### config.mk
export PLATFORM = sky130hd
export DESIGN_NAME = rrqs_ctrl
export DESIGN_NICKNAME = d
export VERILOG_FILES = /design/src/rtl/round_robin_quantum_scheduler_top_defines.svh /design/src/rtl/rrqs_pkg.sv /design/src/rtl/rrqs_ctrl.sv
export SDC_FILE = /design/constraint.sdc
export NUM_CORES = 1
export LEC_CHECK = 0
export ABC_AREA = 1
export BUFFER_PORTS_ARGS = -buffer_cell sky130_fd_sc_hd__buf_2
export CAP_MARGIN = 20
export CORE_AREA = 2 2 39 41
export DETAILED_ROUTE_END_ITERATION = 6
export DIE_AREA = 0 0 41 43
export SLEW_MARGIN = 5
export SYNTH_ARGS = -nofsm -noshare
export SYNTH_HDL_FRONTEND = slang
export SYNTH_SLANG_ARGS = --single-unit
### constraint.sdc
create_clock -name clk -period 1.6 [get_ports clk]
set_input_delay 0.16 -clock clk [delete_from_list [all_inputs] [get_ports clk]]
set_output_delay 0.16 -clock clk [all_outputs]
set_load 0.005 [all_outputs]
### src/rtl/round_robin_quantum_scheduler_top_defines.svh
// ----------------------------------------------------------------------------
// round robin quantum scheduler assertion macros
// shared property templates for the scheduler assertions
// ----------------------------------------------------------------------------
`ifndef ROUND_ROBIN_QUANTUM_SCHEDULER_TOP_DEFINES_SVH
`define ROUND_ROBIN_QUANTUM_SCHEDULER_TOP_DEFINES_SVH

// same-cycle implication
`define RRQS_ASSERT_SAME(label, ante, cons, msg) \
  label: assert property (@(posedge clk) disable iff (!rst_n) (ante) |-> (cons)) \
    else $error(msg);

// next-cycle implication
`define RRQS_ASSERT_NEXT(label, ante, cons, msg) \
  label: assert property (@(posedge clk) disable iff (!rst_n) (ante) |=> (cons)) \
    else $error(msg);

`endif

### src/rtl/rrqs_pkg.sv
// ----------------------------------------------------------------------------
// rrqs_pkg
// types and codes shared by the scheduler controller, datapath and top level
// ----------------------------------------------------------------------------
`default_nettype none

package rrqs_pkg;

  localparam int ID_BITS = 6;
  localparam int ID_SPACE = 64;

  localparam logic [1:0] OP_TICK = 2'd0;
  localparam logic [1:0] OP_ADD  = 2'd1;
  localparam logic [1:0] OP_SET  = 2'd2;

  localparam logic [1:0] PST_READY   = 2'd0;
  localparam logic [1:0] PST_BLOCKED = 2'd1;
  localparam logic [1:0] PST_TERM    = 2'd2;

  localparam logic [1:0] STAT_OK   = 2'd0;
  localparam logic [1:0] STAT_FULL = 2'd1;
  localparam logic [1:0] STAT_IDLE = 2'd2;

  typedef struct packed {
    logic [1:0]  opcode;
    logic [5:0]  proc_id;
    logic [7:0]  priority_req;
    logic [1:0]  proc_state;
    logic [63:0] context_value;
  } in_item_t;

  typedef struct packed {
    logic [5:0]  running_id;
    logic [63:0] context_out;
    logic [1:0]  status;
  } out_item_t;

  typedef struct packed {
    logic add;
    logic set_state;
    logic save_ctx;
    logic rd_cur_st;
    logic q_dec;
    logic push_cur;
    logic start_walk;
    logic pop;
    logic rd_id;
    logic push_id;
    logic sel_id;
    logic sel_idle;
    logic rd_ctx;
    logic load_tick;
    logic load_misc;
  } cmd_t;

  typedef struct packed {
    logic cur_valid;
    logic running_idle;
    logic keep_ok;
    logic id_ready;
    logic id_term;
    logic walk_done;
  } sts_t;

endpackage

`default_nettype wire

### src/rtl/rrqs_ctrl.sv
// ----------------------------------------------------------------------------
// rrqs_ctrl
// scheduler controller: sequences item handling and the ring walk
// ----------------------------------------------------------------------------
`default_nettype none

module rrqs_ctrl (
  input  wire logic            clk,
  input  wire logic            rst_n,
  input  wire logic            in_valid,
  output logic                 in_ready,
  input  wire logic [1:0]      in_opcode,
  output logic                 out_valid,
  input  wire logic            out_ready,
  input  wire rrqs_pkg::sts_t  sts,
  output rrqs_pkg::cmd_t       cmd
);
  import rrqs_pkg::*;

  localparam logic [2:0] S_IDLE = 3'd0;
  localparam logic [2:0] S_T1   = 3'd1;
  localparam logic [2:0] S_POP  = 3'd2;
  localparam logic [2:0] S_ID   = 3'd3;
  localparam logic [2:0] S_CHK  = 3'd4;
  localparam logic [2:0] S_CTX  = 3'd5;
  localparam logic [2:0] S_CTXW = 3'd6;
  localparam logic [2:0] S_OUT  = 3'd7;

  logic [2:0] state_r, state_nxt;

  always_ff @(posedge clk) begin
    if (!rst_n) begin
      state_r <= S_IDLE;
    end else begin
      state_r <= state_nxt;
    end
  end

  assign in_ready  = (state_r == S_IDLE);
  assign out_valid = (state_r == S_OUT);

  always_comb begin
    cmd       = '0;
    state_nxt = state_r;
    case (state_r)
      S_IDLE: begin
        if (in_valid) begin
          state_nxt = S_OUT;
          case (in_opcode)
            OP_TICK: begin
              cmd.save_ctx  = 1'b1;
              cmd.rd_cur_st = 1'b1;
              state_nxt     = S_T1;
            end
            OP_ADD: begin
              cmd.add       = 1'b1;
              cmd.load_misc = 1'b1;
            end
            OP_SET: begin
              cmd.set_state = 1'b1;
              cmd.load_misc = 1'b1;
            end
            default: begin
              cmd.load_misc = 1'b1;
            end
          endcase
        end
      end
      S_T1: begin
        if (sts.keep_ok) begin
          cmd.q_dec  = 1'b1;
          cmd.rd_ctx = 1'b1;
          state_nxt  = S_CTXW;
        end else begin
          cmd.push_cur   = sts.cur_valid & ~sts.running_idle;
          cmd.start_walk = 1'b1;
          state_nxt      = S_POP;
        end
      end
      S_POP: begin
        if (sts.walk_done) begin
          cmd.sel_idle = 1'b1;
          state_nxt    = S_CTX;
        end else begin
          cmd.pop   = 1'b1;
          state_nxt = S_ID;
        end
      end
      S_ID: begin
        cmd.rd_id = 1'b1;
        state_nxt = S_CHK;
      end
      S_CHK: begin
        if (sts.id_ready) begin
          cmd.sel_id = 1'b1;
          state_nxt  = S_CTX;
        end else begin
          // blocked entries go back in the ring, terminated ones drop out
          cmd.push_id = ~sts.id_term;
          if (sts.walk_done) begin
            cmd.sel_idle = 1'b1;
            state_nxt    = S_CTX;
          end else begin
            cmd.pop   = 1'b1;
            state_nxt = S_ID;
          end
        end
      end
      S_CTX: begin
        cmd.rd_ctx = 1'b1;
        state_nxt  = S_CTXW;
      end
      S_CTXW: begin
        cmd.load_tick = 1'b1;
        state_nxt     = S_OUT;
      end
      S_OUT: begin
        if (out_ready) begin
          state_nxt = S_IDLE;
        end
      end
      default: begin
        state_nxt = S_IDLE;
      end
    endcase
  end

endmodule

`default_nettype wire

==> metrics.md <==
| Metric | Value |
|---|---|
| Worst Path Max Fanout | 6 |
| Crit path largest cell delay | 450 ps |
| Max reg flops | 3 |
| Core area | 1380 um^2 |
| Clock sinks | 3 |
| Number of DRC markers in iteration 0 | 4 |
| Post-route ant nets | 0 |
| CP endpoint kind | primary output |
| Max-slew violations | 0 |
| DRC | 0 |
| Ys Warns | 0 |
| Reg power frac | 0.231 |
| Pwr dens | 1400 nW/um^2 |
| Die Ht | 43 um |
| Top Ports | 29 |
| Die Area | 1760 um^2 |
| Clock network fraction of total power | 0.174 |
| Port bufs | 28 |
| Number of global-route vias before repair | 417 |
| Clock Latency Late Sink | 240 ps |
| Crit path top cell by count | inv_2 |
| Die width | 41 um |
| Final min period | 1460 ps |
| Top reg by flops | state_r |
| Placed Area | 536 um^2 |
| Post-route cell area | 564 um^2 |
| Layout overhead on the synthesized area | 43.2% |
| Final core occ | 0.408 |
| Post-Route WL | 1.01 mm |
| CP Cell Sequence | inv_2 -> nor2_2 -> inv_2 -> o31ai_1 -> buf_2 |
| First-pass DRT Iterations | 4 |
| Worst EP arrival | 1300 ps |
| Internal power | 0.400 mW |
| Cell with the largest stage delay on the worst path | dfxtp_1 |
| Layout cells sized above 1 | 0.500 |
| Cts bufs inserted | 3 |
| Synth Register Bits | 3 |
| CTS root buffer | clkbuf_4 |
| Status | finished clean |
| First-pass GRT wire length | 1.55 mm |
| Logic pwr share | 0.595 |
| Switching Share | 0.493 |
| Total global routing track utilization | 0.124 |
| Critical Path Start Type | flop |
| Non-filler cells, final | 112 |
| Clk pin slew, worst setup/hold paths | 40 ps |
| Clock Path Buffers | 2 |
| Final nets | 109 |
| Hold/Removal Path Class | in -> reg |
| CTS resizes | 0 |
| Placed cells | 108 |
| CTS tree | done |
| Leak | 0.368 nW |
| Setup violations, final | 0 |
| Yosys cell types | 20 |
| DR vias/cell | 4.57 |
| Row count | 14 |
| Largest net degree at the start of global routing | 9 |
| Worst setup path class | reg -> out |
| H-tree levels | 1 |
| Top Registers | state_r: 3 flops |
| Sequential share of the synthesized area | 0.152 |
| Fin Clk Skew | 4.69 ps |
| Critical path required time | 1440 ps |
| Psw | 0.389 mW |
| Gpl congestion | 0.753 |
| Setup Fix Bufs, Post-CTS | 0 |
| Via count | 512 |
| Final HPWL DP | 831 um |
| Ant diodes | 0 |
| Final setup TNS | 0 ps |
| Slew @ Worst Pin | 245 ps |
| Max_slew headroom | 0.837 |
| Cells after synthesis | 66 |
| Hold buffers post-CTS | 0 |
| Grt total ovfl | 0 |
| Fmax | 683 MHz |
| Syn Std Cell Area | 394 um^2 |
| Final Cycle Share | 0.915 |
| RSZ-0062 raised after global routing | no |
| Initial antenna violation count | 0 |
| Max-Cap Viols | 0 |
| Avg Inst Size Synth | 5.97 um^2 |
| Initial Utilization | 0.285 |
| WL per Instance | 9.03 um |
| Post-Syn Nets | 78 |
| Final Hold Viols | 0 |
| Peak supply drop | 0.000557 V |
-- power by group through the flow --
stage	registers [mW]	logic, mW	clock network, mW
after global routing	0.188	0.532	0.143
after global placement	0.176	0.464	0
after CTS	0.178	0.474	0.136
after detailed placement	0.178	0.470	0
final	0.182	0.469	0.137
after floorplan	0.125	0.400	0
-- through the flow --
step | hold slack [ps] | worst slack, ps | power (mW)
4_1_cts | 207 | 62.8 | 0.789
3_3_place_gp | 442 | 347 | 0.641
3_5_place_dp | 448 | 332 | 0.647
5_1_grt | 228 | 49.7 | 0.864
6_report | 200 | 136 | 0.788
2_1_floorplan | 322 | 347 | 0.524
-- critical path: cells and delay by family (launching register included) --
| kind | cells | cell delay (ps) |
|---|---|---|
| and+or+nand+nor | 1 | 130 |
| AOI/OAI and AO/OA | 1 | 180 |
| DFF | 1 | 450 |
| buffers and inverters | 3 | 310 |
-- synthesized netlist by cell type --
master / number / area, um^2
buf_6: 1 / 11.3
buf_4: 2 / 15.0
nand3_2: 1 / 10.0
nor2_2: 3 / 18.8
nand3_1: 4 / 20.0
dfxtp_1: 3 / 60.1
nor2_4: 2 / 22.5
nor3_2: 1 / 10.0
inv_2: 5 / 18.8
o21bai_1: 1 / 7.51
nor3_1: 3 / 15.0
o31ai_1: 1 / 7.51
inv_1: 11 / 41.3
a21oi_1: 2 / 10.0
nand2_2: 1 / 6.26
nand4_1: 4 / 25.0
nand3b_1: 1 / 7.51
nor3_4: 1 / 16.3
nand2_1: 10 / 37.5
nor2_1: 9 / 33.8
-- cells by family after synthesis --
family                 count (synthesis)  synth area share
AO/OA/AOI/OAI                          4            0.0635
buffers and inverters                 19             0.219
flip-flops                             3             0.152
AND/OR/NAND/NOR                       40             0.565
-- placed cells by master, fill, tap and decap left out, drive strengths merged --
cell	Yosys	layout
o21bai	1	1
a21oi	2	2
nand2	11	11
nand3b	1	1
nand3	5	5
o31ai	1	1
buf	3	29
clkbuf	0	4
dfxtp	3	3
nor2	14	14
nand4	4	4
inv	16	16
nor3	5	5
-- routing by layer --
metal | GRT usage | routed length [um] | vias to the layer above
met3 | 0.0209 | 102 | 2
met4 | 0.0600 | 14 | 0
met2 | 0.197 | 475 | 27
met5 | 0 | 0 | -
met1 | 0.153 | 419 | 216
li1 | - | - | 267
-- layout make-up --
cell class / count / area, um^2
well taps: 16 / 20.0
clock buffers: 4 / 26.3
multi-input cells: 44 / 248
inverters: 16 / 60.1
flip-flops and latches: 3 / 62.6
fillers: 162 / 820
repair buffers: 29 / 148
-- worst paths after layout --
path	slack, ps	start	end	depth (start not counted)
max	140	state_r[2]	cmd[3]	5
min reg2reg	620	state_r[0]	state_r[0]	3
min	200	rst_n	state_r[1]	3
max reg2reg	490	state_r[2]	state_r[2]	5
(Power assumes the default switching activity.)
